<file path="src/rtl/rfrl_pkg.sv">
`default_nettype none
package rfrl_pkg;

    localparam int unsigned MAX_RECORDS_DEF = 32;

    localparam logic [7:0] START_BYTE = 8'h7E;
    localparam logic [7:0] CHECK_BASE = 8'hFF;

    // records completed in a frame: at most 255 / 3
    localparam int unsigned REC_W = 7;

    localparam logic KIND_LINK   = 1'b0;
    localparam logic KIND_LOOKUP = 1'b1;

    typedef enum logic [1:0] {
        ST_GOOD      = 2'd0,
        ST_CSUM_BAD  = 2'd1,
        ST_TOO_LONG  = 2'd2,
        ST_LOOKUP    = 2'd3
    } status_t;

    typedef struct packed {
        logic       kind;
        logic [7:0] link_byte;
        logic [7:0] lookup_key;
    } req_item_t;

    typedef struct packed {
        status_t     status;
        logic [5:0]  record_count;
        logic        found;
        logic [15:0] value;
    } rsp_item_t;

endpackage
`default_nettype wire

</file>
<file path="src/rtl/rfrl_stream_if.sv">
`default_nettype none
interface rfrl_stream_if
    import rfrl_pkg::*;
#(
    parameter type T = req_item_t
);
    logic valid;
    logic ready;
    T     data;

    modport source (output valid, output data, input ready);
    modport sink   (input valid, input data, output ready);
endinterface
`default_nettype wire

</file>
<file path="src/rtl/record_frame_receiver_lookup.sv">
`default_nettype none
// channel | dir | item
// --------+-----+-----------------------------------------------
// req     | in  | kind, link_byte, lookup_key
// rsp     | out | status, record_count, found, value
//
// a link byte is taken while idle; on the checksum byte the frame result is
// registered, then moves into the output register once rsp is free
// a lookup reads the record store through its single read port, scanned one
// entry per cycle up to record_count, and ends at the first matching key
// reset clears the framer and control; the record store is not cleared
// req stalls while a lookup scans or a result waits to enter rsp
module record_frame_receiver_lookup
    import rfrl_pkg::*;
#(
    parameter int unsigned MAX_RECORDS = MAX_RECORDS_DEF
)(
    input  wire logic     clk,
    input  wire logic     rst_n,
    rfrl_stream_if.sink   req,
    rfrl_stream_if.source rsp
);

    localparam int unsigned IDX_W = (MAX_RECORDS > 1) ? $clog2(MAX_RECORDS) : 1;
    localparam int unsigned CNT_W = $clog2(MAX_RECORDS + 1);
    localparam logic [8:0]  LONG_LIMIT = 9'(3 * MAX_RECORDS);
    localparam logic [REC_W-1:0] REC_MAX = REC_W'(MAX_RECORDS);

    typedef enum logic [1:0] {S_IDLE, S_SCAN, S_EMIT} ctl_state_t;
    typedef enum logic [1:0] {PH_HUNT, PH_LENGTH, PH_PAYLOAD, PH_CHECK} phase_t;

    // record store: key in [23:16], value in [15:0]
    logic [23:0] store_mem [MAX_RECORDS];
    logic [23:0] rd_reg;

    ctl_state_t state_reg, state_next;
    phase_t     phase_reg, phase_next;
    logic [7:0] len_reg, len_next;
    logic [7:0] seen_reg, seen_next;
    logic [7:0] sum_reg, sum_next;
    logic [1:0] pos_reg, pos_next;            // byte place within a record
    logic [15:0] partial_reg, partial_next;
    logic [REC_W-1:0] rec_reg, rec_next;      // records completed this frame
    logic [REC_W-1:0] valid_reg, valid_next;  // records held from good frame
    logic [7:0] key_reg, key_next;
    logic [CNT_W-1:0] iss_reg, iss_next;      // next store entry to read
    logic       pend_reg, pend_next;          // rd_reg holds an entry to check
    rsp_item_t  res_reg, res_next;
    logic       rsp_valid_reg, rsp_valid_next;
    rsp_item_t  rsp_data_reg, rsp_data_next;

    logic              mem_we;
    logic [IDX_W-1:0]  mem_waddr;
    logic [23:0]       mem_wdata;
    logic              mem_re;
    logic [7:0]        csum_want;
    logic [7:0]        seen_inc;

    assign req.ready = (state_reg == S_IDLE);
    assign rsp.valid = rsp_valid_reg;
    assign rsp.data  = rsp_data_reg;

    assign csum_want = CHECK_BASE - sum_reg;
    assign seen_inc  = seen_reg + 8'd1;
    assign mem_waddr = rec_reg[IDX_W-1:0];
    assign mem_wdata = {partial_reg, req.data.link_byte};

    always_comb
    begin
        state_next     = state_reg;
        phase_next     = phase_reg;
        len_next       = len_reg;
        seen_next      = seen_reg;
        sum_next       = sum_reg;
        pos_next       = pos_reg;
        partial_next   = partial_reg;
        rec_next       = rec_reg;
        valid_next     = valid_reg;
        key_next       = key_reg;
        iss_next       = iss_reg;
        pend_next      = pend_reg;
        res_next       = res_reg;
        rsp_valid_next = rsp_valid_reg;
        rsp_data_next  = rsp_data_reg;
        mem_we         = 1'b0;
        mem_re         = 1'b0;

        if (rsp_valid_reg && rsp.ready)
        begin
            rsp_valid_next = 1'b0;
        end

        case (state_reg)
            S_IDLE:
            begin
                if (req.valid)
                begin
                    if (req.data.kind == KIND_LOOKUP)
                    begin
                        key_next   = req.data.lookup_key;
                        iss_next   = '0;
                        pend_next  = 1'b0;
                        state_next = S_SCAN;
                    end
                    else
                    begin
                        case (phase_reg)
                            PH_HUNT:
                            begin
                                if (req.data.link_byte == START_BYTE)
                                begin
                                    phase_next = PH_LENGTH;
                                    valid_next = '0;
                                end
                            end
                            PH_LENGTH:
                            begin
                                len_next     = req.data.link_byte;
                                seen_next    = '0;
                                sum_next     = '0;
                                pos_next     = '0;
                                partial_next = '0;
                                rec_next     = '0;
                                phase_next   = (req.data.link_byte == 8'd0) ?
                                               PH_CHECK : PH_PAYLOAD;
                            end
                            PH_PAYLOAD:
                            begin
                                sum_next  = sum_reg + req.data.link_byte;
                                seen_next = seen_inc;
                                case (pos_reg)
                                    2'd0:
                                    begin
                                        partial_next = {req.data.link_byte, 8'd0};
                                        pos_next     = 2'd1;
                                    end
                                    2'd1:
                                    begin
                                        partial_next = {partial_reg[15:8],
                                                        req.data.link_byte};
                                        pos_next     = 2'd2;
                                    end
                                    default:
                                    begin
                                        mem_we   = (rec_reg < REC_MAX);
                                        rec_next = rec_reg + 1'b1;
                                        pos_next = 2'd0;
                                    end
                                endcase
                                if (seen_inc == len_reg)
                                begin
                                    phase_next = PH_CHECK;
                                end
                            end
                            default:
                            begin
                                phase_next = PH_HUNT;
                                if ({1'b0, len_reg} > LONG_LIMIT)
                                begin
                                    valid_next     = '0;
                                    res_next.status = ST_TOO_LONG;
                                end
                                else if (req.data.link_byte != csum_want)
                                begin
                                    valid_next     = '0;
                                    res_next.status = ST_CSUM_BAD;
                                end
                                else
                                begin
                                    valid_next     = rec_reg;
                                    res_next.status = ST_GOOD;
                                end
                                res_next.record_count = valid_next[5:0];
                                res_next.found        = 1'b0;
                                res_next.value        = '0;
                                state_next            = S_EMIT;
                            end
                        endcase
                    end
                end
            end
            S_SCAN:
            begin
                if (pend_reg && (rd_reg[23:16] == key_reg))
                begin
                    res_next.status       = ST_LOOKUP;
                    res_next.record_count = valid_reg[5:0];
                    res_next.found        = 1'b1;
                    res_next.value        = rd_reg[15:0];
                    state_next            = S_EMIT;
                end
                else if (REC_W'(iss_reg) < valid_reg)
                begin
                    mem_re    = 1'b1;
                    iss_next  = iss_reg + 1'b1;
                    pend_next = 1'b1;
                end
                else if (!pend_reg)
                begin
                    res_next.status       = ST_LOOKUP;
                    res_next.record_count = valid_reg[5:0];
                    res_next.found        = 1'b0;
                    res_next.value        = '0;
                    state_next            = S_EMIT;
                end
                else
                begin
                    pend_next = 1'b0;
                end
            end
            S_EMIT:
            begin
                if (!rsp_valid_reg || rsp.ready)
                begin
                    rsp_valid_next = 1'b1;
                    rsp_data_next  = res_reg;
                    state_next     = S_IDLE;
                end
            end
            default:
            begin
                state_next = S_IDLE;
            end
        endcase
    end

    always_ff @(posedge clk or negedge rst_n)
    begin
        if (!rst_n)
        begin
            state_reg     <= S_IDLE;
            phase_reg     <= PH_HUNT;
            len_reg       <= '0;
            seen_reg      <= '0;
            sum_reg       <= '0;
            pos_reg       <= '0;
            partial_reg   <= '0;
            rec_reg       <= '0;
            valid_reg     <= '0;
            key_reg       <= '0;
            iss_reg       <= '0;
            pend_reg      <= 1'b0;
            res_reg       <= '0;
            rsp_valid_reg <= 1'b0;
            rsp_data_reg  <= '0;
        end
        else
        begin
            state_reg     <= state_next;
            phase_reg     <= phase_next;
            len_reg       <= len_next;
            seen_reg      <= seen_next;
            sum_reg       <= sum_next;
            pos_reg       <= pos_next;
            partial_reg   <= partial_next;
            rec_reg       <= rec_next;
            valid_reg     <= valid_next;
            key_reg       <= key_next;
            iss_reg       <= iss_next;
            pend_reg      <= pend_next;
            res_reg       <= res_next;
            rsp_valid_reg <= rsp_valid_next;
            rsp_data_reg  <= rsp_data_next;
        end
    end

    // one write port for the framer, one registered read port for the scan
    always_ff @(posedge clk)
    begin
        if (mem_we)
        begin
            store_mem[mem_waddr] <= mem_wdata;
        end
        if (mem_re)
        begin
            rd_reg <= store_mem[iss_reg[IDX_W-1:0]];
        end
    end

endmodule
`default_nettype wire
</file>
<file path="src/flat_wrapper.sv">
// flat-port wrapper written by rule: the top's interface ports become plain ports
module record_frame_receiver_lookup_flat import rfrl_pkg::*;
#(
    parameter int unsigned MAX_RECORDS = MAX_RECORDS_DEF
)
  (clk, rst_n, req_valid, req_data, req_ready, rsp_valid, rsp_data, rsp_ready);
  rfrl_stream_if req_i ();
  rfrl_stream_if rsp_i ();
  input  wire logic clk;
  input  wire logic rst_n;
  input wire logic [$bits(req_i.valid)-1:0] req_valid;
  input wire logic [$bits(req_i.data)-1:0] req_data;
  output wire logic [$bits(req_i.ready)-1:0] req_ready;
  output wire logic [$bits(rsp_i.valid)-1:0] rsp_valid;
  output wire logic [$bits(rsp_i.data)-1:0] rsp_data;
  input wire logic [$bits(rsp_i.ready)-1:0] rsp_ready;
  assign req_i.valid = req_valid;
  assign req_i.data = req_data;
  assign req_ready = req_i.ready;
  assign rsp_valid = rsp_i.valid;
  assign rsp_data = rsp_i.data;
  assign rsp_i.ready = rsp_ready;
  record_frame_receiver_lookup #(.MAX_RECORDS(MAX_RECORDS)) u_core (.clk(clk), .rst_n(rst_n), .req(req_i), .rsp(rsp_i));
endmodule
</file>
<file path="config.mk">
export PLATFORM = sky130hd
export DESIGN_NAME = record_frame_receiver_lookup_flat
export DESIGN_NICKNAME = d
export VERILOG_FILES = /design/src/rtl/rfrl_pkg.sv /design/src/rtl/rfrl_stream_if.sv /design/src/rtl/record_frame_receiver_lookup.sv /design/src/flat_wrapper.sv
export SDC_FILE = /design/constraint.sdc
export NUM_CORES = 1
export LEC_CHECK = 0
export BUFFER_PORTS_ARGS = -buffer_cell sky130_fd_sc_hd__buf_2
export CAP_MARGIN = 10
export CORE_MARGIN = 5
export CORE_UTILIZATION = 25
export DETAILED_ROUTE_END_ITERATION = 10
export PLACE_DENSITY = 0.39
export SETUP_SLACK_MARGIN = 0.3
export SLEW_MARGIN = 0
export SYNTH_ARGS = -nofsm -noshare
export SYNTH_HDL_FRONTEND = slang
export SYNTH_SLANG_ARGS = --single-unit
</file>
<file path="constraint.sdc">
create_clock -name clk -period 4.2 [get_ports clk]
set_input_delay 0.84 -clock clk [delete_from_list [all_inputs] [get_ports clk]]
set_output_delay 0.84 -clock clk [all_outputs]
set_load 0.01 [all_outputs]
</file>
==> impl_metrics.csv <==
group,metric,value,unit
finish,finalNonFillerCells,3836,
synthesis,ys_seq_area_frac,0.749,
route,post_drt_wl_per_cell,26.3,um
placement,gp_congestion,0.732,
sta,timing.final.crit_share,0.699,
sta,worstMarginPinSlew,1.09,ns
finish,fin_area,0.0416,sq mm
setup_path,endpoint_kind,"register",
die,die_area,0.149,sq mm
route,drt-total-wl,101000,um
synthesis,synth_top_area_frac,0.672,
clock_tree,cts_tree,"yes",
clock_tree,numCtsBuffers,99,
clock_tree,insertion_delay,0.68,ns
synthesis,synthSimpleGateAreaFrac,0.0365,
synthesis,yosys.area_share.adder,0.00834,
worst_hold_path,hold_class,"in -> async",
global_routing,grt_pass1_wl,143000,um
global_routing,grt_overflow_total,0,
synthesis,yosys.area.top_type,"edfxtp_1",
sta,fin_ws,1.27,ns
synthesis,synth_edf_count,792,
route,drt_iter0_markers,1269,
die,num_io_pins,40,
placement,placedCellCount,3658,
placement,dp_hpwl,63200,um
synthesis,netlist_instances,1745,
setup_path,r2r_slack,1.27,ns
placement,port-buffer-count,39,
synthesis,syn_area_per_cell,20.3,sq um
finish,syn2layout_area_growth,17.4,%
power_and_ir_drop,power.density,583,mW/mm^2
placement,pre_cts_ws,0.980,ns
sta,tns,0,ns
finish,register_area,0.0266,sq mm
flow_run,cap_violations,0,
route,antenna_left,0,
finish,fin_util,0.294,
power_and_ir_drop,finalPower,24.2,mW
die,die_y,386,um
finish,largest_reg_flops,768,
synthesis,synth_warnings,0,
synthesis,synth_cell_types,53,
die,fp.dieW,386,um
power_and_ir_drop,leakage,13.9,nW
synthesis,synthTopCellsByArea,"edfxtp_1 (67%), mux4_2 (15%), dfrtp_1 (7.8%), nand2_1 (1.7%), mux2_2 (0.92%)",
synthesis,ys_ff_latch,902,
sta,fmax,341,MHz
sta,hold_viol_final,0,
finish,mostFrequentLayoutCells,"edfxtp_1 (792), mux4_2 (240), nand2_1 (163), clkbuf_16 (102), dfrtp_1 (91)",
global_routing,grt_max_degree,63,
synthesis,synth_top_family_by_area,"multiplexers",
clock_tree,post_cts_buffers,0,
route,drc,0,
sta,hold_slack,0.264,ns
finish,drive_gt1_frac,0.294,
finish,fillers,13913,
power_and_ir_drop,vdd_ir_drop_max,305,uV
finish,final_common_cell,"edfxtp_1",
global_routing,antenna_found_initial,9,
sta,grt_setup_unrepaired,"no",
die,initial_core_util,0.251,
sta,clock_skew,0.0177,ns
synthesis,synthFlopType,"edfxtp_1",
synthesis,synthesis.nets,1789,
setup_path,critPathLaunchType,"register",
clock_tree,ctsHoldBuffers,0,
clock_tree,cts_buffer_depth,3,
sta,maxSlewHeadroom,0.275,
synthesis,ys_async_sr_fraction,0.122,
route,vias,16981,
clock_tree,cts_root_buf,"clkbuf_16",
die,rows,138,
clock_tree,clk_pin_slew,0.06,ns
sta,slew_violations,0,
synthesis,synth_mux_area_frac,0.163,
setup_path,crit_type,"reg -> reg",
status,outcome,"complete, no violations",
synthesis,syn_area,0.0354,sq mm
die,coreArea,0.141,sq mm
setup_path,critPathRequiredTime,4.70,ns
finish,multi_input_area,0.00865,sq mm
synthesis,synth_compound_area_frac,0.0222,
clock_tree,cts_htree_levels,3,
clock_tree,cts_sinks,902,
route,viasPerCell,4.43,
sta,layout_min_cycle_time,2.93,ns
synthesis,synth_xor_area_frac,0.00717,
global_routing,grt_pass1_vias,18151,
sta,setup_viol,0,
global_routing,track_usage,0.136,
setup_path,path_max_fanout,49,
clock_tree,ctsResizeCount,0,
route,dr.pass1.iters,5,
finish,nets,1913,
setup_path,crit_arrival,3.43,ns
placement,place_area,0.0386,sq mm
-- synthesized netlist by cell type, types with 5 or more instances --
library cell	instances
edfxtp_1	792
dfrtp_1	110
buf_1	7
a21o_1	9
nor2_1	51
o21ai_0	40
and3_1	5
a21oi_1	9
buf_2	17
nand4_1	6
a22oi_1	8
nand2b_1	9
inv_1	20
a22o_1	28
ha_1	22
clkbuf_1	56
xor2_1	9
xnor2_1	20
o31ai_1	5
mux2_2	29
nor3_1	8
buf_4	6
nand3_1	29
nand2_1	163
mux4_2	240
-- critical path: stages, from the launching register on --
cell and delay, ns:
dfrtp_4 0.56, buf_12 0.33, ha_1 0.29, a211oi_1 0.25, nor3_2 0.12, o21bai_1 0.20
a311o_1 0.76, o21ai_0 0.22
-- final cells by class --
type                            count  area share
Sequential cell                   902       0.639
Multi-Input combinational cell    733       0.208
Clock buffer                      143      0.0668
Tap cell                         1890      0.0569
Timing Repair Buffer              112      0.0224
Clock inverter                     34     0.00535
Inverter                           21     0.00190
Antenna cell                        1   0.0000602
-- final timing paths --
| kind | from | end | depth (start not counted) |
|---|---|---|---|
| max | u_core.iss_reg[1] | u_core.state_reg[1] | 7 |
| min | rst_n | u_core.rsp.data[16] | 1 |
| max reg2reg | u_core.iss_reg[1] | u_core.state_reg[1] | 7 |
| min reg2reg | u_core.rd_reg[3] | u_core.res_reg[3] | 1 |
| max in group asynchronous | rst_n | u_core.partial_reg[6] | 2 |
| min in group clk | req_data[6] | u_core.key_reg[6] | 3 |
-- cell families (layout without fill, tap and decap cells) --
kind of cell / Yosys count / count (layout)
flops: 902 / 902
simple gates: 294 / 294
mux: 273 / 273
compound gates: 114 / 114
buf+inv: 110 / 310
xor+xnor: 29 / 29
fa+ha+maj: 23 / 23
other cells: 0 / 1
-- report_power, final --
part           total [mW]  internal [mW]  leakage [nW]  switching (mW)
clock network        8.14           4.64          1.47            3.50
registers            11.2           10.4          9.12           0.781
logic                4.90           2.15          3.33            2.75
total                24.2           17.2          13.9            7.04
-- routing by layer --
layer,share of wire,track usage,vias up
met3,0.041,0.0261,128
li1,-,-,7331
met5,0.00013,0,-
met2,0.51,0.234,306
met4,0.028,0.0356,2
met1,0.43,0.177,9214
No activity file was read; power rests on OpenSTA's default activity.
